### src/rtl/udp_ipv4_ethernet_encapsulator_macros.svh
// ---------------------------------------------------------------------------
// UDP/IPv4/Ethernet encapsulator assertion macros
// Concurrent checks that compile away when SYNTHESIS is defined.
// ---------------------------------------------------------------------------
`ifndef UDP_IPV4_ETHERNET_ENCAPSULATOR_MACROS_SVH
`define UDP_IPV4_ETHERNET_ENCAPSULATOR_MACROS_SVH
`ifndef SYNTHESIS
// same-cycle implication
`define UIE_ASSERT_NOW(lbl, clk, rst_n, ante, cons) \
    lbl: assert property (@(posedge clk) disable iff (!rst_n) (ante) |-> (cons)) \
        else $error("uie assertion failed");
// next-cycle implication
`define UIE_ASSERT_NEXT(lbl, clk, rst_n, ante, cons) \
    lbl: assert property (@(posedge clk) disable iff (!rst_n) (ante) |=> (cons)) \
        else $error("uie assertion failed");
`else
`define UIE_ASSERT_NOW(lbl, clk, rst_n, ante, cons)
`define UIE_ASSERT_NEXT(lbl, clk, rst_n, ante, cons)
`endif
`endif

### src/rtl/uie_pkg.sv
// ---------------------------------------------------------------------------
// uie_pkg
// Shared types, constants and the one's-complement add for the encapsulator.
// ---------------------------------------------------------------------------
package uie_pkg;

    localparam int unsigned SUM_W       = 16;
    localparam int unsigned COUNT_W     = 17;
    localparam int unsigned ACC_W       = 20;  // ten 16-bit terms
    localparam int unsigned HDR_BYTES   = 42;
    localparam int unsigned IDX_W       = 6;
    localparam int unsigned SUM_STEPS   = 10;
    localparam int unsigned STEP_W      = 4;
    localparam int unsigned MAX_PAYLOAD_DEF = 65507;
    localparam int unsigned JOBQ_DEPTH_DEF  = 2;
    localparam int unsigned APB_ADDR_W  = 6;
    localparam int unsigned APB_DATA_W  = 64;

    localparam logic [COUNT_W-1:0] COUNT_SAT = '1;

    localparam logic [15:0] ETHERTYPE_IPV4 = 16'h0800;
    localparam logic [15:0] IP_VER_TOS     = 16'h4510;
    localparam logic [15:0] IP_FLAGS_DF    = 16'h4000;
    localparam logic [7:0]  UDP_PROTOCOL_NUM = 8'd17;
    localparam logic [COUNT_W-1:0] IP_LEN_ADD  = 17'd28;
    localparam logic [COUNT_W-1:0] UDP_LEN_ADD = 17'd8;

    localparam logic [7:0] TTL_RESET = 8'd64;

    // register indexes
    localparam logic [2:0] REG_SOURCE_MAC       = 3'd0;
    localparam logic [2:0] REG_DESTINATION_MAC  = 3'd1;
    localparam logic [2:0] REG_SOURCE_IP        = 3'd2;
    localparam logic [2:0] REG_DESTINATION_IP   = 3'd3;
    localparam logic [2:0] REG_SOURCE_PORT      = 3'd4;
    localparam logic [2:0] REG_DESTINATION_PORT = 3'd5;
    localparam logic [2:0] REG_TIME_TO_LIVE     = 3'd6;
    localparam logic [2:0] REG_UDP_SUM_ENABLE   = 3'd7;

    typedef struct packed {
        logic [47:0] source_mac;
        logic [47:0] destination_mac;
        logic [31:0] source_ip;
        logic [31:0] destination_ip;
        logic [15:0] source_port;
        logic [15:0] destination_port;
        logic [7:0]  time_to_live;
        logic        udp_sum_enable;
    } t_cfg;

    // one finished payload, handed from front to back
    typedef struct packed {
        logic [SUM_W-1:0]   sum;
        logic [COUNT_W-1:0] count;
        logic               overflow;
    } t_job;

    function automatic logic [SUM_W-1:0] ones_add16(input logic [SUM_W-1:0] a,
                                                    input logic [SUM_W-1:0] b);
        logic [SUM_W:0] s;
        s = {1'b0, a} + {1'b0, b};
        return s[SUM_W-1:0] + {{(SUM_W-1){1'b0}}, s[SUM_W]};
    endfunction

endpackage

### src/rtl/uie_front.sv
// ---------------------------------------------------------------------------
// uie_front
// Takes payload items, keeps byte count and running sum, posts a job on last.
// ---------------------------------------------------------------------------
module uie_front #(
    parameter int unsigned MAX_PAYLOAD = uie_pkg::MAX_PAYLOAD_DEF
) (
    input  logic          i_clk,
    input  logic          i_rst_n,
    input  logic          i_valid,
    input  logic [7:0]    i_byte,
    input  logic          i_present,
    input  logic          i_last,
    input  logic          i_q_full,
    output logic          o_ready,
    output logic          o_push,
    output uie_pkg::t_job o_job
);

    logic [uie_pkg::SUM_W-1:0]   r_sum, n_sum;
    logic [uie_pkg::COUNT_W-1:0] r_count, n_count;
    logic                        r_odd, n_odd;
    logic                        r_ovf, n_ovf;
    logic                        w_accept;
    logic [uie_pkg::SUM_W-1:0]   w_word;

    assign o_ready  = !i_q_full;
    assign w_accept = i_valid && o_ready;
    assign w_word   = r_odd ? {8'd0, i_byte} : {i_byte, 8'd0};

    always_comb begin
        n_sum   = r_sum;
        n_count = r_count;
        n_odd   = r_odd;
        n_ovf   = r_ovf;
        if (i_present) begin
            n_sum = uie_pkg::ones_add16(r_sum, w_word);
            n_odd = !r_odd;
            if (r_count != uie_pkg::COUNT_SAT) begin
                n_count = r_count + 1'b1;
            end
            if (n_count > uie_pkg::COUNT_W'(MAX_PAYLOAD)) begin
                n_ovf = 1'b1;
            end
        end
    end

    assign o_push         = w_accept && i_last;
    assign o_job.sum      = n_sum;
    assign o_job.count    = n_count;
    assign o_job.overflow = n_ovf;

    always_ff @(posedge i_clk) begin
        if (!i_rst_n) begin
            r_sum   <= '0;
            r_count <= '0;
            r_odd   <= 1'b0;
            r_ovf   <= 1'b0;
        end else if (w_accept) begin
            if (i_last) begin
                r_sum   <= '0;
                r_count <= '0;
                r_odd   <= 1'b0;
                r_ovf   <= 1'b0;
            end else begin
                r_sum   <= n_sum;
                r_count <= n_count;
                r_odd   <= n_odd;
                r_ovf   <= n_ovf;
            end
        end
    end

endmodule

### src/rtl/uie_jobq.sv
// ---------------------------------------------------------------------------
// uie_jobq
// Small FIFO of finished payload jobs between front and back.
// ---------------------------------------------------------------------------
`include "udp_ipv4_ethernet_encapsulator_macros.svh"

module uie_jobq #(
    parameter int unsigned DEPTH = uie_pkg::JOBQ_DEPTH_DEF
) (
    input  logic          i_clk,
    input  logic          i_rst_n,
    input  logic          i_push,
    input  uie_pkg::t_job i_job,
    input  logic          i_pop,
    output uie_pkg::t_job o_job,
    output logic          o_empty,
    output logic          o_full
);

    localparam int unsigned PTR_W = (DEPTH > 1) ? $clog2(DEPTH) : 1;
    localparam int unsigned CNT_W = $clog2(DEPTH + 1);

    uie_pkg::t_job    r_mem [DEPTH];
    uie_pkg::t_job    r_head;
    logic [PTR_W-1:0] r_wr_ptr, n_wr_ptr;
    logic [PTR_W-1:0] r_rd_ptr, n_rd_ptr;
    logic [CNT_W-1:0] r_count, n_count;

    assign o_empty = (r_count == CNT_W'(0));
    assign o_full  = (r_count == CNT_W'(DEPTH));
    assign o_job   = r_head;

    always_comb begin
        n_wr_ptr = r_wr_ptr;
        n_rd_ptr = r_rd_ptr;
        n_count  = r_count;
        if (i_push) begin
            n_wr_ptr = (r_wr_ptr == PTR_W'(DEPTH - 1)) ? '0 : r_wr_ptr + 1'b1;
        end
        if (i_pop) begin
            n_rd_ptr = (r_rd_ptr == PTR_W'(DEPTH - 1)) ? '0 : r_rd_ptr + 1'b1;
        end
        if (i_push && !i_pop) begin
            n_count = r_count + 1'b1;
        end else if (i_pop && !i_push) begin
            n_count = r_count - 1'b1;
        end
    end

    always_ff @(posedge i_clk) begin
        if (!i_rst_n) begin
            r_wr_ptr <= '0;
            r_rd_ptr <= '0;
            r_count  <= '0;
        end else begin
            r_wr_ptr <= n_wr_ptr;
            r_rd_ptr <= n_rd_ptr;
            r_count  <= n_count;
        end
    end

    always_ff @(posedge i_clk) begin
        if (i_push) begin
            r_mem[r_wr_ptr] <= i_job;
        end
        // head after this edge; bypass when the new item lands there
        if (i_push && (r_wr_ptr == n_rd_ptr)) begin
            r_head <= i_job;
        end else begin
            r_head <= r_mem[n_rd_ptr];
        end
    end

    `UIE_ASSERT_NOW(a_no_push_full, i_clk, i_rst_n, i_push, !o_full)
    `UIE_ASSERT_NOW(a_no_pop_empty, i_clk, i_rst_n, i_pop, !o_empty)
    `UIE_ASSERT_NEXT(a_count_up, i_clk, i_rst_n, i_push && !i_pop && o_empty, r_count == CNT_W'(1))

endmodule

### src/rtl/uie_back.sv
// ---------------------------------------------------------------------------
// uie_back
// Sums header checksums one term a cycle, then streams the 42 header bytes.
// ---------------------------------------------------------------------------
`include "udp_ipv4_ethernet_encapsulator_macros.svh"

module uie_back (
    input  logic          i_clk,
    input  logic          i_rst_n,
    input  uie_pkg::t_cfg i_cfg,
    input  uie_pkg::t_job i_job,
    input  logic          i_q_empty,
    input  logic          i_m_tready,
    output logic          o_pop,
    output logic          o_m_tvalid,
    output logic [7:0]    o_m_tdata,
    output logic          o_m_tlast,
    output logic          o_m_tuser
);

    localparam logic [1:0] ST_IDLE = 2'd0;
    localparam logic [1:0] ST_SUM  = 2'd1;
    localparam logic [1:0] ST_FOLD = 2'd2;
    localparam logic [1:0] ST_EMIT = 2'd3;

    localparam logic [uie_pkg::STEP_W-1:0] LAST_STEP =
        uie_pkg::STEP_W'(uie_pkg::SUM_STEPS - 1);
    localparam logic [uie_pkg::IDX_W-1:0] LAST_IDX =
        uie_pkg::IDX_W'(uie_pkg::HDR_BYTES - 1);

    logic [1:0]                  r_state, n_state;
    logic [uie_pkg::STEP_W-1:0]  r_step, n_step;
    logic [uie_pkg::IDX_W-1:0]   r_idx, n_idx;
    logic                        r_out_valid, n_out_valid;

    logic [uie_pkg::ACC_W-1:0]   r_ip_acc, r_udp_acc;
    logic [15:0]                 r_ip_len, r_udp_len;
    logic [uie_pkg::SUM_W-1:0]   r_psum;
    logic                        r_ovf;
    logic [15:0]                 r_ip_ck, r_udp_ck;
    logic [7:0]                  r_out_byte;
    logic                        r_out_last, r_out_err;

    logic [15:0]                 w_ip_term, w_udp_term;
    logic [16:0]                 w_ip_f1, w_udp_f1;
    logic [15:0]                 w_ip_f2, w_udp_f2;
    logic [15:0]                 w_udp_ck;
    logic [7:0]                  w_hdr_byte;
    logic                        w_out_free;
    logic                        w_load;
    logic [uie_pkg::COUNT_W-1:0] w_ip_len17, w_udp_len17;

    assign w_out_free = !r_out_valid || i_m_tready;
    assign w_load     = (r_state == ST_EMIT) && w_out_free;
    assign o_pop      = (r_state == ST_IDLE) && !i_q_empty;

    assign w_ip_len17  = i_job.count + uie_pkg::IP_LEN_ADD;
    assign w_udp_len17 = i_job.count + uie_pkg::UDP_LEN_ADD;

    // one term of each checksum per step
    always_comb begin
        case (r_step)
            4'd0: begin
                w_ip_term  = uie_pkg::IP_VER_TOS;
                w_udp_term = {8'd0, uie_pkg::UDP_PROTOCOL_NUM};
            end
            4'd1: begin
                w_ip_term  = r_ip_len;
                w_udp_term = r_udp_len;
            end
            4'd2: begin
                w_ip_term  = uie_pkg::IP_FLAGS_DF;
                w_udp_term = r_psum;
            end
            4'd3: begin
                w_ip_term  = {i_cfg.time_to_live, uie_pkg::UDP_PROTOCOL_NUM};
                w_udp_term = i_cfg.source_port;
            end
            4'd4: begin
                w_ip_term  = i_cfg.source_ip[31:16];
                w_udp_term = i_cfg.source_ip[31:16];
            end
            4'd5: begin
                w_ip_term  = i_cfg.source_ip[15:0];
                w_udp_term = i_cfg.source_ip[15:0];
            end
            4'd6: begin
                w_ip_term  = i_cfg.destination_ip[31:16];
                w_udp_term = i_cfg.destination_ip[31:16];
            end
            4'd7: begin
                w_ip_term  = i_cfg.destination_ip[15:0];
                w_udp_term = i_cfg.destination_ip[15:0];
            end
            4'd8: begin
                w_ip_term  = 16'd0;
                w_udp_term = i_cfg.destination_port;
            end
            4'd9: begin
                w_ip_term  = 16'd0;
                w_udp_term = r_udp_len;
            end
            default: begin
                w_ip_term  = 16'd0;
                w_udp_term = 16'd0;
            end
        endcase
    end

    // end-around carry fold; order of terms does not change the result
    assign w_ip_f1  = {1'b0, r_ip_acc[15:0]} + {13'd0, r_ip_acc[19:16]};
    assign w_ip_f2  = w_ip_f1[15:0] + {15'd0, w_ip_f1[16]};
    assign w_udp_f1 = {1'b0, r_udp_acc[15:0]} + {13'd0, r_udp_acc[19:16]};
    assign w_udp_f2 = w_udp_f1[15:0] + {15'd0, w_udp_f1[16]};

    always_comb begin
        w_udp_ck = ~w_udp_f2;
        if (w_udp_ck == 16'd0) begin
            w_udp_ck = 16'hFFFF;
        end
        if (!i_cfg.udp_sum_enable) begin
            w_udp_ck = 16'd0;
        end
    end

    always_comb begin
        case (r_idx)
            6'd0:  w_hdr_byte = i_cfg.destination_mac[47:40];
            6'd1:  w_hdr_byte = i_cfg.destination_mac[39:32];
            6'd2:  w_hdr_byte = i_cfg.destination_mac[31:24];
            6'd3:  w_hdr_byte = i_cfg.destination_mac[23:16];
            6'd4:  w_hdr_byte = i_cfg.destination_mac[15:8];
            6'd5:  w_hdr_byte = i_cfg.destination_mac[7:0];
            6'd6:  w_hdr_byte = i_cfg.source_mac[47:40];
            6'd7:  w_hdr_byte = i_cfg.source_mac[39:32];
            6'd8:  w_hdr_byte = i_cfg.source_mac[31:24];
            6'd9:  w_hdr_byte = i_cfg.source_mac[23:16];
            6'd10: w_hdr_byte = i_cfg.source_mac[15:8];
            6'd11: w_hdr_byte = i_cfg.source_mac[7:0];
            6'd12: w_hdr_byte = uie_pkg::ETHERTYPE_IPV4[15:8];
            6'd13: w_hdr_byte = uie_pkg::ETHERTYPE_IPV4[7:0];
            6'd14: w_hdr_byte = uie_pkg::IP_VER_TOS[15:8];
            6'd15: w_hdr_byte = uie_pkg::IP_VER_TOS[7:0];
            6'd16: w_hdr_byte = r_ip_len[15:8];
            6'd17: w_hdr_byte = r_ip_len[7:0];
            6'd20: w_hdr_byte = uie_pkg::IP_FLAGS_DF[15:8];
            6'd21: w_hdr_byte = uie_pkg::IP_FLAGS_DF[7:0];
            6'd22: w_hdr_byte = i_cfg.time_to_live;
            6'd23: w_hdr_byte = uie_pkg::UDP_PROTOCOL_NUM;
            6'd24: w_hdr_byte = r_ip_ck[15:8];
            6'd25: w_hdr_byte = r_ip_ck[7:0];
            6'd26: w_hdr_byte = i_cfg.source_ip[31:24];
            6'd27: w_hdr_byte = i_cfg.source_ip[23:16];
            6'd28: w_hdr_byte = i_cfg.source_ip[15:8];
            6'd29: w_hdr_byte = i_cfg.source_ip[7:0];
            6'd30: w_hdr_byte = i_cfg.destination_ip[31:24];
            6'd31: w_hdr_byte = i_cfg.destination_ip[23:16];
            6'd32: w_hdr_byte = i_cfg.destination_ip[15:8];
            6'd33: w_hdr_byte = i_cfg.destination_ip[7:0];
            6'd34: w_hdr_byte = i_cfg.source_port[15:8];
            6'd35: w_hdr_byte = i_cfg.source_port[7:0];
            6'd36: w_hdr_byte = i_cfg.destination_port[15:8];
            6'd37: w_hdr_byte = i_cfg.destination_port[7:0];
            6'd38: w_hdr_byte = r_udp_len[15:8];
            6'd39: w_hdr_byte = r_udp_len[7:0];
            6'd40: w_hdr_byte = r_udp_ck[15:8];
            6'd41: w_hdr_byte = r_udp_ck[7:0];
            default: w_hdr_byte = 8'd0;  // ident and unused bytes
        endcase
    end

    always_comb begin
        n_state     = r_state;
        n_step      = r_step;
        n_idx       = r_idx;
        n_out_valid = r_out_valid && !i_m_tready;
        case (r_state)
            ST_IDLE: begin
                if (!i_q_empty) begin
                    n_state = ST_SUM;
                    n_step  = '0;
                end
            end
            ST_SUM: begin
                n_step = r_step + 1'b1;
                if (r_step == LAST_STEP) begin
                    n_state = ST_FOLD;
                end
            end
            ST_FOLD: begin
                n_state = ST_EMIT;
                n_idx   = '0;
            end
            ST_EMIT: begin
                if (w_out_free) begin
                    n_out_valid = 1'b1;
                    n_idx       = r_idx + 1'b1;
                    if (r_idx == LAST_IDX) begin
                        n_state = ST_IDLE;
                    end
                end
            end
            default: n_state = ST_IDLE;
        endcase
    end

    always_ff @(posedge i_clk) begin
        if (!i_rst_n) begin
            r_state     <= ST_IDLE;
            r_step      <= '0;
            r_idx       <= '0;
            r_out_valid <= 1'b0;
        end else begin
            r_state     <= n_state;
            r_step      <= n_step;
            r_idx       <= n_idx;
            r_out_valid <= n_out_valid;
        end
    end

    always_ff @(posedge i_clk) begin
        if (o_pop) begin
            r_psum    <= i_job.sum;
            r_ovf     <= i_job.overflow;
            r_ip_len  <= w_ip_len17[15:0];
            r_udp_len <= w_udp_len17[15:0];
            r_ip_acc  <= '0;
            r_udp_acc <= '0;
        end else if (r_state == ST_SUM) begin
            r_ip_acc  <= r_ip_acc + {4'd0, w_ip_term};
            r_udp_acc <= r_udp_acc + {4'd0, w_udp_term};
        end
        if (r_state == ST_FOLD) begin
            r_ip_ck  <= ~w_ip_f2;
            r_udp_ck <= w_udp_ck;
        end
        if (w_load) begin
            r_out_byte <= w_hdr_byte;
            r_out_last <= (r_idx == LAST_IDX);
            r_out_err  <= r_ovf;
        end
    end

    assign o_m_tvalid = r_out_valid;
    assign o_m_tdata  = r_out_byte;
    assign o_m_tlast  = r_out_last;
    assign o_m_tuser  = r_out_err;

    `UIE_ASSERT_NEXT(a_sum_to_fold, i_clk, i_rst_n, r_state == ST_SUM && r_step == LAST_STEP, r_state == ST_FOLD)
    `UIE_ASSERT_NEXT(a_fold_to_emit, i_clk, i_rst_n, r_state == ST_FOLD, r_state == ST_EMIT && r_idx == '0)
    `UIE_ASSERT_NEXT(a_last_byte, i_clk, i_rst_n, w_load && r_idx == LAST_IDX, r_state == ST_IDLE && o_m_tvalid && o_m_tlast)

endmodule

### src/rtl/udp_ipv4_ethernet_encapsulator.sv
// ---------------------------------------------------------------------------
// udp_ipv4_ethernet_encapsulator
// Counts and sums a UDP payload, then emits its Ethernet/IPv4/UDP header.
// ---------------------------------------------------------------------------
//
//  channel   dir  handshake            tdata / tuser / tlast
//  -------   ---  -------------------  -----------------------------------------
//  s (in)    in   i_s_tvalid/o_s_tready payload_byte / byte_present / end_of_payload
//  m (out)   out  o_m_tvalid/i_m_tready header_byte / length_error / header_last
//  apb       in   psel+penable+pwrite  8 regs, 64-bit data at 8*index
//
//  Input side takes one item per cycle; tready drops only while the job
//  queue (JOBQ_DEPTH finished payloads) is full.
//  For each header the back end pops the job, sums the checksum terms
//  one per cycle, folds them, then streams the 42 header bytes
//  (one per cycle while i_m_tready is high).
//  Output is a single register stage; a stall holds it, the back end waits.
//  Reset (i_rst_n low, synchronous) clears counters, queue and FSM, and
//  loads the register defaults (TTL 64, UDP checksum on).
//
module udp_ipv4_ethernet_encapsulator #(
    parameter int unsigned MAX_PAYLOAD = uie_pkg::MAX_PAYLOAD_DEF,
    parameter int unsigned JOBQ_DEPTH  = uie_pkg::JOBQ_DEPTH_DEF
) (
    input  logic                           i_clk,
    input  logic                           i_rst_n,
    // payload in
    input  logic                           i_s_tvalid,
    output logic                           o_s_tready,
    input  logic [7:0]                     i_s_tdata,   // [7:0] payload_byte
    input  logic                           i_s_tuser,   // [0] byte_present
    input  logic                           i_s_tlast,
    // header out
    output logic                           o_m_tvalid,
    input  logic                           i_m_tready,
    output logic [7:0]                     o_m_tdata,   // [7:0] header_byte
    output logic                           o_m_tuser,   // [0] length_error
    output logic                           o_m_tlast,
    // register port
    input  logic                           psel,
    input  logic                           penable,
    input  logic                           pwrite,
    input  logic [uie_pkg::APB_ADDR_W-1:0] paddr,
    input  logic [uie_pkg::APB_DATA_W-1:0] pwdata,
    output logic [uie_pkg::APB_DATA_W-1:0] prdata,
    output logic                           pready
);

    uie_pkg::t_cfg r_cfg;
    logic          w_cfg_wr;
    logic [2:0]    w_reg_idx;

    logic          w_q_full, w_q_empty;
    logic          w_push, w_pop;
    uie_pkg::t_job w_job_in, w_job_out;

    // ---- registers --------------------------------------------------------
    assign pready    = 1'b1;
    assign w_cfg_wr  = psel && penable && pwrite && pready;
    assign w_reg_idx = paddr[5:3];

    always_ff @(posedge i_clk) begin
        if (!i_rst_n) begin
            r_cfg.source_mac       <= '0;
            r_cfg.destination_mac  <= '0;
            r_cfg.source_ip        <= '0;
            r_cfg.destination_ip   <= '0;
            r_cfg.source_port      <= '0;
            r_cfg.destination_port <= '0;
            r_cfg.time_to_live     <= uie_pkg::TTL_RESET;
            r_cfg.udp_sum_enable   <= 1'b1;
        end else if (w_cfg_wr) begin
            case (w_reg_idx)
                uie_pkg::REG_SOURCE_MAC:       r_cfg.source_mac       <= pwdata[47:0];
                uie_pkg::REG_DESTINATION_MAC:  r_cfg.destination_mac  <= pwdata[47:0];
                uie_pkg::REG_SOURCE_IP:        r_cfg.source_ip        <= pwdata[31:0];
                uie_pkg::REG_DESTINATION_IP:   r_cfg.destination_ip   <= pwdata[31:0];
                uie_pkg::REG_SOURCE_PORT:      r_cfg.source_port      <= pwdata[15:0];
                uie_pkg::REG_DESTINATION_PORT: r_cfg.destination_port <= pwdata[15:0];
                uie_pkg::REG_TIME_TO_LIVE:     r_cfg.time_to_live     <= pwdata[7:0];
                uie_pkg::REG_UDP_SUM_ENABLE:   r_cfg.udp_sum_enable   <= pwdata[0];
                default: ;
            endcase
        end
    end

    always_comb begin
        case (w_reg_idx)
            uie_pkg::REG_SOURCE_MAC:       prdata = {16'd0, r_cfg.source_mac};
            uie_pkg::REG_DESTINATION_MAC:  prdata = {16'd0, r_cfg.destination_mac};
            uie_pkg::REG_SOURCE_IP:        prdata = {32'd0, r_cfg.source_ip};
            uie_pkg::REG_DESTINATION_IP:   prdata = {32'd0, r_cfg.destination_ip};
            uie_pkg::REG_SOURCE_PORT:      prdata = {48'd0, r_cfg.source_port};
            uie_pkg::REG_DESTINATION_PORT: prdata = {48'd0, r_cfg.destination_port};
            uie_pkg::REG_TIME_TO_LIVE:     prdata = {56'd0, r_cfg.time_to_live};
            uie_pkg::REG_UDP_SUM_ENABLE:   prdata = {63'd0, r_cfg.udp_sum_enable};
            default:                       prdata = '0;
        endcase
    end

    // ---- front: count and sum payload bytes --------------------------------
    uie_front #(
        .MAX_PAYLOAD (MAX_PAYLOAD)
    ) u_front (
        .i_clk     (i_clk),
        .i_rst_n   (i_rst_n),
        .i_valid   (i_s_tvalid),
        .i_byte    (i_s_tdata),
        .i_present (i_s_tuser),
        .i_last    (i_s_tlast),
        .i_q_full  (w_q_full),
        .o_ready   (o_s_tready),
        .o_push    (w_push),
        .o_job     (w_job_in)
    );

    // ---- job queue: lets front and back stall independently ----------------
    uie_jobq #(
        .DEPTH (JOBQ_DEPTH)
    ) u_jobq (
        .i_clk   (i_clk),
        .i_rst_n (i_rst_n),
        .i_push  (w_push),
        .i_job   (w_job_in),
        .i_pop   (w_pop),
        .o_job   (w_job_out),
        .o_empty (w_q_empty),
        .o_full  (w_q_full)
    );

    // ---- back: checksums and header byte stream ----------------------------
    uie_back u_back (
        .i_clk      (i_clk),
        .i_rst_n    (i_rst_n),
        .i_cfg      (r_cfg),
        .i_job      (w_job_out),
        .i_q_empty  (w_q_empty),
        .i_m_tready (i_m_tready),
        .o_pop      (w_pop),
        .o_m_tvalid (o_m_tvalid),
        .o_m_tdata  (o_m_tdata),
        .o_m_tlast  (o_m_tlast),
        .o_m_tuser  (o_m_tuser)
    );

endmodule
### config.mk
export PLATFORM = sky130hd
export DESIGN_NAME = udp_ipv4_ethernet_encapsulator
export DESIGN_NICKNAME = d
export VERILOG_FILES = /design/src/rtl/uie_pkg.sv /design/src/rtl/uie_front.sv /design/src/rtl/uie_jobq.sv /design/src/rtl/uie_back.sv /design/src/rtl/udp_ipv4_ethernet_encapsulator.sv
export VERILOG_INCLUDE_DIRS = /design/src /design/src/rtl
export SDC_FILE = /design/constraint.sdc
export NUM_CORES = 1
export LEC_CHECK = 0
export ABC_AREA = 1
export BUFFER_PORTS_ARGS = -buffer_cell sky130_fd_sc_hd__buf_4
export CAP_MARGIN = 10
export CORE_ASPECT_RATIO = 1.75
export CORE_MARGIN = 4
export CORE_UTILIZATION = 25
export DETAILED_ROUTE_END_ITERATION = 6
export GPL_ROUTABILITY_DRIVEN = 0
export SYNTH_ARGS = -nofsm -noshare
export SYNTH_HDL_FRONTEND = slang
export SYNTH_SLANG_ARGS = --single-unit
### constraint.sdc
create_clock -name i_clk -period 4.8 [get_ports i_clk]
set_input_delay 0.24 -clock i_clk [delete_from_list [all_inputs] [get_ports i_clk]]
set_output_delay 0.24 -clock i_clk [all_outputs]
set_load 0.01 [all_outputs]
; Word level (Yosys, flattened, before mapping)
; Memory sizes are Yosys's and may differ from the RTL's. A register that Yosys moved wholly into a read port is not among the register bits.
; Cells that the tools add are included.
[classes]
reduce_logical = 40
addsub = 17
magnitude_cmp = 1
mux = 35
n_bitwise = 2
eq_ne = 62
[ops]
columns = operator, count
row1 = $pmux 64 s8, 1
row2 = $pmux 8 s38, 1
row3 = $pmux 16 s9, 1
row4 = $pmux 16 s8, 1
row5 = $eq 6x5->1 const B, 13
row6 = $mux 17, 4
row7 = $mux 16, 4
row8 = $eq 6x6->1 const B, 10
row9 = $add 16x1->16, 3
row10 = $eq 6x4->1 const B, 7
row11 = $add 20x16->20, 2
row12 = $add 16x4->17, 2
row13 = $not 16->16, 2
row14 = $eq 6x3->1 const B, 4
row15 = $reduce_and 2->1, 11
row16 = $add 16x16->17, 1
row17 = $add 17x1->17 const B, 1
row18 = $gt 17x16->1 const B, 1
row19 = $ne 17x17->1 const B, 1
row20 = $add 16x4->16 const B, 1
row21 = $add 16x5->16 const B, 1
row22 = $eq 4x3->1 const B, 4
row23 = $logic_not 16->1, 1
row24 = $eq 3x3->1 const B, 4
row25 = 33 further kinds, 76
[totals]
ram_bits = 68
word_cells = 188
regBits = 384
mem_count = 1
inputBits = 87
output_inout_bits = 77
[mem_list]
columns = memory, words, width, rd, rd_clocked_by_memory_dff, write_ports, line_no
row1 = u_jobq.r_mem, 2, 34, 1, 1, 1, uie_jobq.sv:23  ; uie_pkg::t_job r_mem [DEPTH];

; Longest topological paths before layout
; Gate-level depths: netlist of run 1.
[depth]
depth_word = 8
ltp_mapped = 28
depth_no_buf = 26

; By module
; A second synthesis of run 1 with hierarchy kept.
[unflattened]
cells_unflattened = 3724
hier_area_um2 = 27507.6
[by_module_without_submodules]
columns = module, area_per_inst_um2, seq_area_each_um2, instances, cells_per_inst
row1 = uie_back, 11614.9, 3733.6, 1, 1636
row2 = udp_ipv4_ethernet_encapsulator, 9120.0, 4023.9, 1, 1300
row3 = uie_front, 3935.0, 700.7, 1, 648
row4 = uie_jobq, 2837.7, 2142.1, 1, 140

; Worst setup path before layout of run 1
; No wires, ideal clock.
[synth_timing]
path_kind = reg2reg
start = register u_front.r_odd
end = memory u_jobq.r_mem[0][30] (netlist name), data pin
stages_incl_launch_ff = 27
required_time_ns = 4.542
setup_ns = 0.258
path_buffers = 2
arrival_time_ns = 3.425
setup_slack_ns = 1.117
period_less_slack_ns = 3.683
cell_sequence = dfxtp_1 > clkbuf_1 > clkbuf_1 > nand2_1 > inv_1 > ha_1 > inv_1 > fa_1 > inv_1 > nand2_1 > nand3_1 > nand2_1 > nand2_1 > a21oi_1 > o21bai_1 > ha_1 > ha_1 > inv_1 > nor2_1 > nand2_1 > nor2_1 > nand3_1 > nor2_1 > nand3_1 > nand2_1 > nand2_1 > o21a_1
[synth_via]
elab_chain_len = 4
[synth_rtl]
columns = element, line_no
row1 = start: declaration, uie_front.sv:22  ; logic r_odd, n_odd;
row2 = start signal: assignment, uie_front.sv:68  ; r_odd <= n_odd;
row3 = $mux 16, uie_front.sv:29  ; assign w_word = r_odd ? {8'd0, i_byte} : {i_byte, 8'd0};
row4 = $add 16x16->17, uie_pkg.sv:61  ; s = {1'b0, a} + {1'b0, b};
row5 = $add 16x1->16, uie_pkg.sv:62  ; return s[SUM_W-1:0] + {{(SUM_W-1){1'b0}}, s[SUM_W]};
row6 = $mux 16, uie_front.sv:36  ; if (i_present) begin
row7 = "named net u_front.n_sum, one bit", uie_front.sv:20  ; logic [uie_pkg::SUM_W-1:0] r_sum, n_sum;
row8 = end: declaration, uie_jobq.sv:23
; The timed path passes the listed nets, and every way through them passes these cells.

; Worst setup path in the final report of run 1
[layout_timing]
start = register u_back.r_step[0] (netlist name)
end = register u_back.r_ip_acc[14] (netlist name)
[layout_via]
elab_chain_len = 3
elab_cells_between_ends = 10
classes_between = add/sub (1) / eq/ne (7) / mux (1) / reduce/logical (1)
[layout_rtl]
columns = element, line_no
row1 = start: declaration, uie_back.sv:32  ; logic [uie_pkg::STEP_W-1:0] r_step, n_step;
row2 = start signal: assignment, uie_back.sv:215  ; r_step <= n_step;
row3 = $eq 4x3->1 (tied with other cells), uie_back.sv:62  ; case (r_step)
row4 = $pmux 16 s8 *, uie_back.sv:62
row5 = $add 20x16->20 *, uie_back.sv:230  ; r_ip_acc <= r_ip_acc + {4'd0, w_ip_term};
row6 = end signal: assignment, uie_back.sv:230
row7 = end: declaration, uie_back.sv:36  ; logic [uie_pkg::ACC_W-1:0] r_ip_acc, r_udp_acc;
; Mark *: on every way between the ends. The rest lies on a longest branch, timed or not.
; A chain may end at the register's enable or synchronous reset.

==> flow_metrics.tcl, run 1 <==
set metrics [dict create \
    slew_violations 0 \
    cpPeakStageDelay_ns 0.54 \
    area_growth_syn_to_layout_pct 17.2 \
    critical-path-top-delay-family "compound AO/OA/AOI/OAI gates" \
    cts.reportedPaths.clkPinSlew_ns 0.07 \
    num-fill-cells 11000 \
    rsz0062_at_grt "false" \
    synth-edff-count 155 \
    pwr-share-clk 0.291 \
    powerDensity_nw_per_um2 418 \
    switching_share 0.372 \
    antenna_found_initial 6 \
    cp.required_ns 5.28 \
    die_h_um 432 \
    cap_violations 0 \
    holdWs_ns 0.0367 \
    coreArea_um2 102000 \
    synth_seq_cells 449 \
    rows 155 \
    post-cts-setup-buffers 0 \
    crit_slowest_cell "a221oi_1" \
    grt_pass1_wl_mm 152 \
    port_buffers 127 \
    wl_per_cell_um 20.7 \
    cts_sinks 449 \
    tns_ns 0 \
    firstDrtPassIters 7 \
    intPower_mw 7.91 \
    dieArea_um2 108000 \
    die-width_um 250 \
    tritoncts "done" \
    clk_path_buf_depth 3 \
    root_buffer "clkbuf_16" \
    initial_core_util 0.252 \
    vias 25300 \
    nets 3803 \
    path_class "reg -> reg" \
    outcome "finished, violations left" \
    cts_buffers 43 \
    fmax_mhz 223 \
    grt_use_total 0.183 \
    grt_max_degree 87 \
    finalCritPeriodShare 0.936 \
    final_cell_mix "743 x nand2_1, 422 x inv_1, 379 x nor2_1, 306 x o21ai_0, 294 x dfxtp_1" \
    viasPerCell 5.06 \
    finalWirelength_mm 104 \
    cp-start-kind "register" \
    layout_commonest_cell "nand2_1" \
    violations "design-rule violations" \
    p_seq_frac 0.402 \
    ys.flop_type "dfxtp_1" \
    dpl_cell_area_um2 28200 \
    critPathBufInv 4 \
    netlist_area_um2 25700 \
    skew_ns 0.0255 \
    syn_inst 3496 \
    max-vdd-ir-drop_v 0.000339 \
    ys_seq_area_frac 0.410 \
    fin_crit_ns 4.49 \
    hold_class "in -> reg" \
    cts_max_level 2 \
    end_kind "register" \
    overflow 0 \
    stdcell_area_um2 30100 \
    worstMarginPinSlew_ns 1.14 \
    critPathMostFrequentCell "nand2_1" \
    relSlewSlack 0.235 \
    worst_ep_arrival_time_ns 4.97 \
    io_pins 164 \
    pwr-share-comb 0.307 \
    hold_violations 0 \
    syn_area_per_cell_um2 7.35 \
    switchingPower_mw 4.68 \
    cp_cell_sequence "ha_1 -> inv_1 -> nor2_1 -> inv_1 -> buf_4 -> o22ai_1 -> a221oi_1 -> nand2_1 -> fa_1 -> nand3_1 -> nand3_1 -> a21oi_1 -> o21ai_0 -> a21oi_1 -> o21ai_0 -> nand2_1 -> nand2_1 -> nand2_1 -> nand2_1 -> o21ai_0 -> inv_1" \
    grt_pass1_vias 24200 \
    drt_iter0_markers 2465 \
    async_flop_share 0 \
    worstPathMaxFanout 9 \
    clk_latency_ns 0.59 \
    synthDistinctLibCells 57 \
    p_leak_nw 12.2 \
    yosys_warnings 0 \
    power_mw 12.6 \
    drive_gt1_frac 0.0900 \
    hpwl_mm 79.7 \
    ant_nets 0 \
    final-setup-viol-count 0 \
    drc_errors 2 \
]
## path summary, 6_finish.rpt
check,from,to,slack [ns],cells past startpoint
min,pwdata[6],r_cfg[7],0.04,3
min reg2reg,u_back.r_ovf,u_back.o_m_tuser,0.43,0
max reg2reg,u_back.r_step[0],u_back.r_ip_acc[14],0.31,21
max,u_back.r_step[0],u_back.r_ip_acc[14],0.31,21
## final cells by class
type,instances,area [um2],area share
repair buffers,227,1810,0.0602
multi-input cells,2473,13000,0.430
clock inverters,24,293,0.00972
flip-flops and latches,449,10500,0.350
diodes,3,7.51,0.000249
well taps,1334,1670,0.0554
clock buffers,56,1200,0.0397
inverters,438,1640,0.0546
## per-stage QoR
stage | utilization | instances | worst slack (ns)
6_report | 0.295 | 5004 | 0.307
5_1_grt | 0.295 | 5001 | 0.0178
4_1_cts | 0.295 | 5001 | 0.343
3_5_place_dp | 0.276 | 4877 | 0.317
3_3_place_gp | 0.276 | 4877 | 0.298
2_1_floorplan | - | 3511 | 1.12
## flip-flops by register name, indices dropped and copies added (netlist names), 2 cells and up, named ones only
signal,flops
r_cfg,201
u_back.o_m_tdata,8
u_back.r_idx,6
u_back.r_ip_acc,20
u_back.r_ip_ck,16
u_back.r_ip_len,14
u_back.r_psum,16
u_back.r_state,2
u_back.r_step,4
u_back.r_udp_acc,20
u_back.r_udp_ck,16
u_back.r_udp_len,16
u_front.r_count,17
u_front.r_sum,16
u_jobq.r_count,2
u_jobq.r_mem,66
## worst reg2reg max path: stages, from the launching register on
cell and delay (ns):
dfxtp_1 0.36, ha_1 0.23, inv_1 0.10, nor2_1 0.08, inv_1 0.25, buf_4 0.25
o22ai_1 0.09, a221oi_1 0.54, nand2_1 0.40, fa_1 0.54, nand3_1 0.09, nand3_1 0.10
a21oi_1 0.25, o21ai_0 0.20, a21oi_1 0.25, o21ai_0 0.18, nand2_1 0.10, nand2_1 0.07
nand2_1 0.06, nand2_1 0.04, o21ai_0 0.16, inv_1 0.05
## power by group through the flow
stage	sequential, mW	combinational (mW)	clock (mW)
after detailed placement	5.12	3.80	0
after global routing	5.08	4.33	3.86
final	5.06	3.87	3.67
after floorplan	4.93	2.68	0
after global placement	5.11	3.77	0
after CTS	5.03	3.85	3.72
## logic make-up after synthesis
kind of cell,synth area share
compound gates,0.190
xor+xnor,0.0313
fa+ha+maj,0.0423
buf+inv,0.0892
flops,0.410
mux,0.00161
other cells,0.000292
simple gates,0.235
## synthesized netlist by cell type (8+ instances only)
cell	count	area share
dfxtp_1	294	0.23
a31oi_1	12	0.0029
nor3_1	35	0.0068
nand4_1	52	0.013
edfxtp_1	155	0.18
nand2_2	16	0.0039
nor2_1	384	0.056
o211ai_1	17	0.0050
a21oi_2	11	0.0037
a22oi_1	27	0.0079
clkbuf_1	120	0.018
nand3_1	164	0.032
ha_1	79	0.038
o22ai_1	67	0.016
a32oi_1	8	0.0027
nor4_1	12	0.0029
a21oi_1	254	0.049
or2_2	12	0.0029
xnor2_1	23	0.0078
o21ai_0	306	0.060
buf_4	17	0.0050
a221oi_1	55	0.019
xor2_1	69	0.024
inv_2	10	0.0015
nand2_1	743	0.11
inv_1	423	0.062
buf_1	9	0.0013
o2111ai_1	30	0.010
## metal layers
metal  wire, um  part of all wire  GRT usage  up-vias
met5         34           0.00033          0        -
met4      11000              0.11      0.159        6
met3       7800             0.075     0.0344      433
met2      50400              0.49      0.326     1279
met1      34200              0.33      0.182    11600
li1           -                 -          -    12000
## timing repair
action	in CTS	in global routing
hold endpoints to repair	112	0
hold buffers	44	0
setup endpoints to repair	0	3
gates resized for setup	0	1
Power figures use the tool's default switching activity.
==> run 2, diff against run 1 <==
--- a/config.mk
+++ b/config.mk
@@ -16,4 +16,5 @@
 export GPL_ROUTABILITY_DRIVEN = 0
 export SYNTH_ARGS = -nofsm -noshare
 export SYNTH_HDL_FRONTEND = slang
+export SYNTH_HIERARCHICAL = 1
 export SYNTH_SLANG_ARGS = --single-unit
==> run 2 against run 1 <==
Net effect:
- the run now ends clean
- clock power rose by 5.7%
- global-route usage fell by 0.29 points
- synthesized cell count rose by 6.4%
- flip-flop and latch count did not move
- count of clock-buffer cells in the layout rose by 6
- clock skew fell by 0.00069 ns
- critical endpoint is now u_back/r_udp_ck[15]
- largest cell class unchanged
==> flow_metrics.tcl, run 2 <==
set metrics [dict create \
    outcome "completed" \
    clk_path_buf_depth 3 \
    worstPathMaxFanout 16 \
    hold_class "in -> reg" \
    coreArea_um2 109000 \
    cp-start-kind "register" \
    yosys_warnings 6 \
    cp.required_ns 5.25 \
    critical-path-top-delay-family "simple AND/OR/NAND/NOR gates" \
    path_class "reg -> reg" \
    rows 160 \
    worstMarginPinSlew_ns 1.21 \
    drc_errors 0 \
    reg_top3 "r_cfg: 201 flops, u_jobq/r_mem: 66 flops" \
    r2r_slack_ns 0.54 \
    finalWirelength_mm 109 \
    drive_gt1_frac 0.113 \
    io_pins 164 \
    tritoncts "done" \
    grt_use_total 0.181 \
    max-vdd-ir-drop_v 0.000259 \
    clk_latency_ns 0.61 \
    cts.reportedPaths.clkPinSlew_ns 0.07 \
    layout_commonest_cell "nand2_1" \
    area_growth_syn_to_layout_pct 15.4 \
    stdcell_area_um2 31700 \
    fin_util 0.291 \
    root_buffer "clkbuf_16" \
    netlist_area_um2 27400 \
    hpwl_mm 79.9 \
    firstDrtPassIters 6 \
    finalCritPeriodShare 0.888 \
    grt_max_degree 136 \
    worst_ep_arrival_time_ns 4.71 \
    p_leak_nw 13.0 \
    syn_inst 3721 \
    dpl_cell_area_um2 29700 \
    port_buffers 127 \
    syn_area_per_cell_um2 7.37 \
    grt_pass1_wl_mm 159 \
    cpPeakStageDelay_ns 0.43 \
    tns_ns 0 \
    wl_per_cell_um 20.5 \
    grt_pass1_vias 25600 \
    regMostFlops "r_cfg" \
    finalWorstSetupSlack_ns 0.539 \
    crit_slowest_cell "dfxtp_1" \
    dp_slack_ns 0.555 \
    cap_violations 0 \
    viasPerCell 5.10 \
    stdcell_count 5304 \
    ant_nets 0 \
    antenna_found_initial 7 \
    cts_buffers 45 \
    end_kind "register" \
    hold_violations 0 \
    slew_violations 0 \
    fin_crit_ns 4.26 \
    nets 3978 \
    dieArea_um2 115000 \
    die-width_um 258 \
    skew_ns 0.0248 \
    drt_iter0_markers 2791 \
    cts_sinks 449 \
    initial_core_util 0.252 \
    critPathBufInv 3 \
    post-cts-setup-buffers 0 \
    vias 27100 \
    dp_cells 5183 \
    cts_max_level 2 \
    relSlewSlack 0.192 \
    overflow 0 \
    final-setup-viol-count 0 \
    rsz0062_at_grt "false" \
    die_h_um 446 \
    fmax_mhz 235 \
    powerDensity_nw_per_um2 401 \
    cp_cell_sequence "ha_1 -> inv_1 -> fa_1 -> inv_1 -> nand3_1 -> nand2_2 -> nand4_1 -> nor4_1 -> ha_1 -> ha_1 -> inv_1 -> nor2_2 -> nand3_1 -> nor2_2 -> nand2_2 -> nor2_4 -> nand2_2 -> o21bai_1 -> nand2_1 -> nor2_2 -> nand3_4 -> a21oi_1" \
    largest_reg_flops 201 \
    final_cell_mix "783 x nand2_1, 412 x nor2_1, 368 x inv_1, 293 x dfxtp_1, 230 x nor3_1" \
]
==> run 2: metal layers <==
metal / global-route usage / routed length, um / up-vias / part of all wire
met1: 0.183 / 37400 / 12500 / 0.34
met3: 0.0371 / 7750 / 479 / 0.071
met4: 0.166 / 12500 / 2 / 0.12
met2: 0.310 / 51200 / 1341 / 0.47
met5: 0 / 13 / - / 0.00012
li1: - / - / 12700 / -
==> run 2: report_power, final <==
group / switching [mW] / leakage [nW] / total (mW) / internal [mW]
Sequential: 0.497 / 3.82 / 5.09 / 4.60
Combinational: 2.49 / 8.43 / 3.74 / 1.26
Clock: 1.64 / 0.774 / 3.88 / 2.24
Total: 4.62 / 13.0 / 12.7 / 8.09
==> run 2: final timing paths <==
check,startpoint,endpoint,cells past startpoint
worst max-delay path,u_back/r_udp_acc[16],u_back/r_udp_ck[15],22
worst min-delay path,i_m_tready,u_back/o_m_tvalid,4
worst max register to register,u_back/r_udp_acc[16],u_back/r_udp_ck[15],22
worst min register to register,u_back/r_ovf,u_back/o_m_tuser,0
==> run 2: stage by stage <==
stage	hold slack (ns)	power, mW
after detailed placement	0.421	8.84
after global placement	0.405	8.79
after global routing	0.0171	13.3
after CTS	0.00578	12.7
after floorplan	0.361	7.63
final	0.0129	12.7
==> run 2: final cells by class <==
cell class / instances / area, um2
Clock inverter: 20 / 264
Multi-Input combinational cell: 2702 / 14500
Fill cell: 11800 / 77200
Inverter: 393 / 1480
Sequential cell: 449 / 10500
Clock buffer: 62 / 1310
Tap cell: 1458 / 1820
Antenna cell: 5 / 12.5
Timing Repair Buffer: 215 / 1720
==> run 2: what timing repair did <==
| item | in CTS | in global routing |
|---|---|---|
| hold buffers | 33 | 0 |
| resized for setup | 0 | 0 |
| hold endpoints to repair | 103 | 0 |
==> run 2: worst reg2reg max path: cells and delay by family (launching register included) <==
kind                       cells  cell delay (ns)
AOI/OAI and AO/OA              2             0.36
and+or+nand+nor               13             1.90
DFF                            1             0.43
buffers and inverters          3             0.28
adders and majority gates      4             1.11
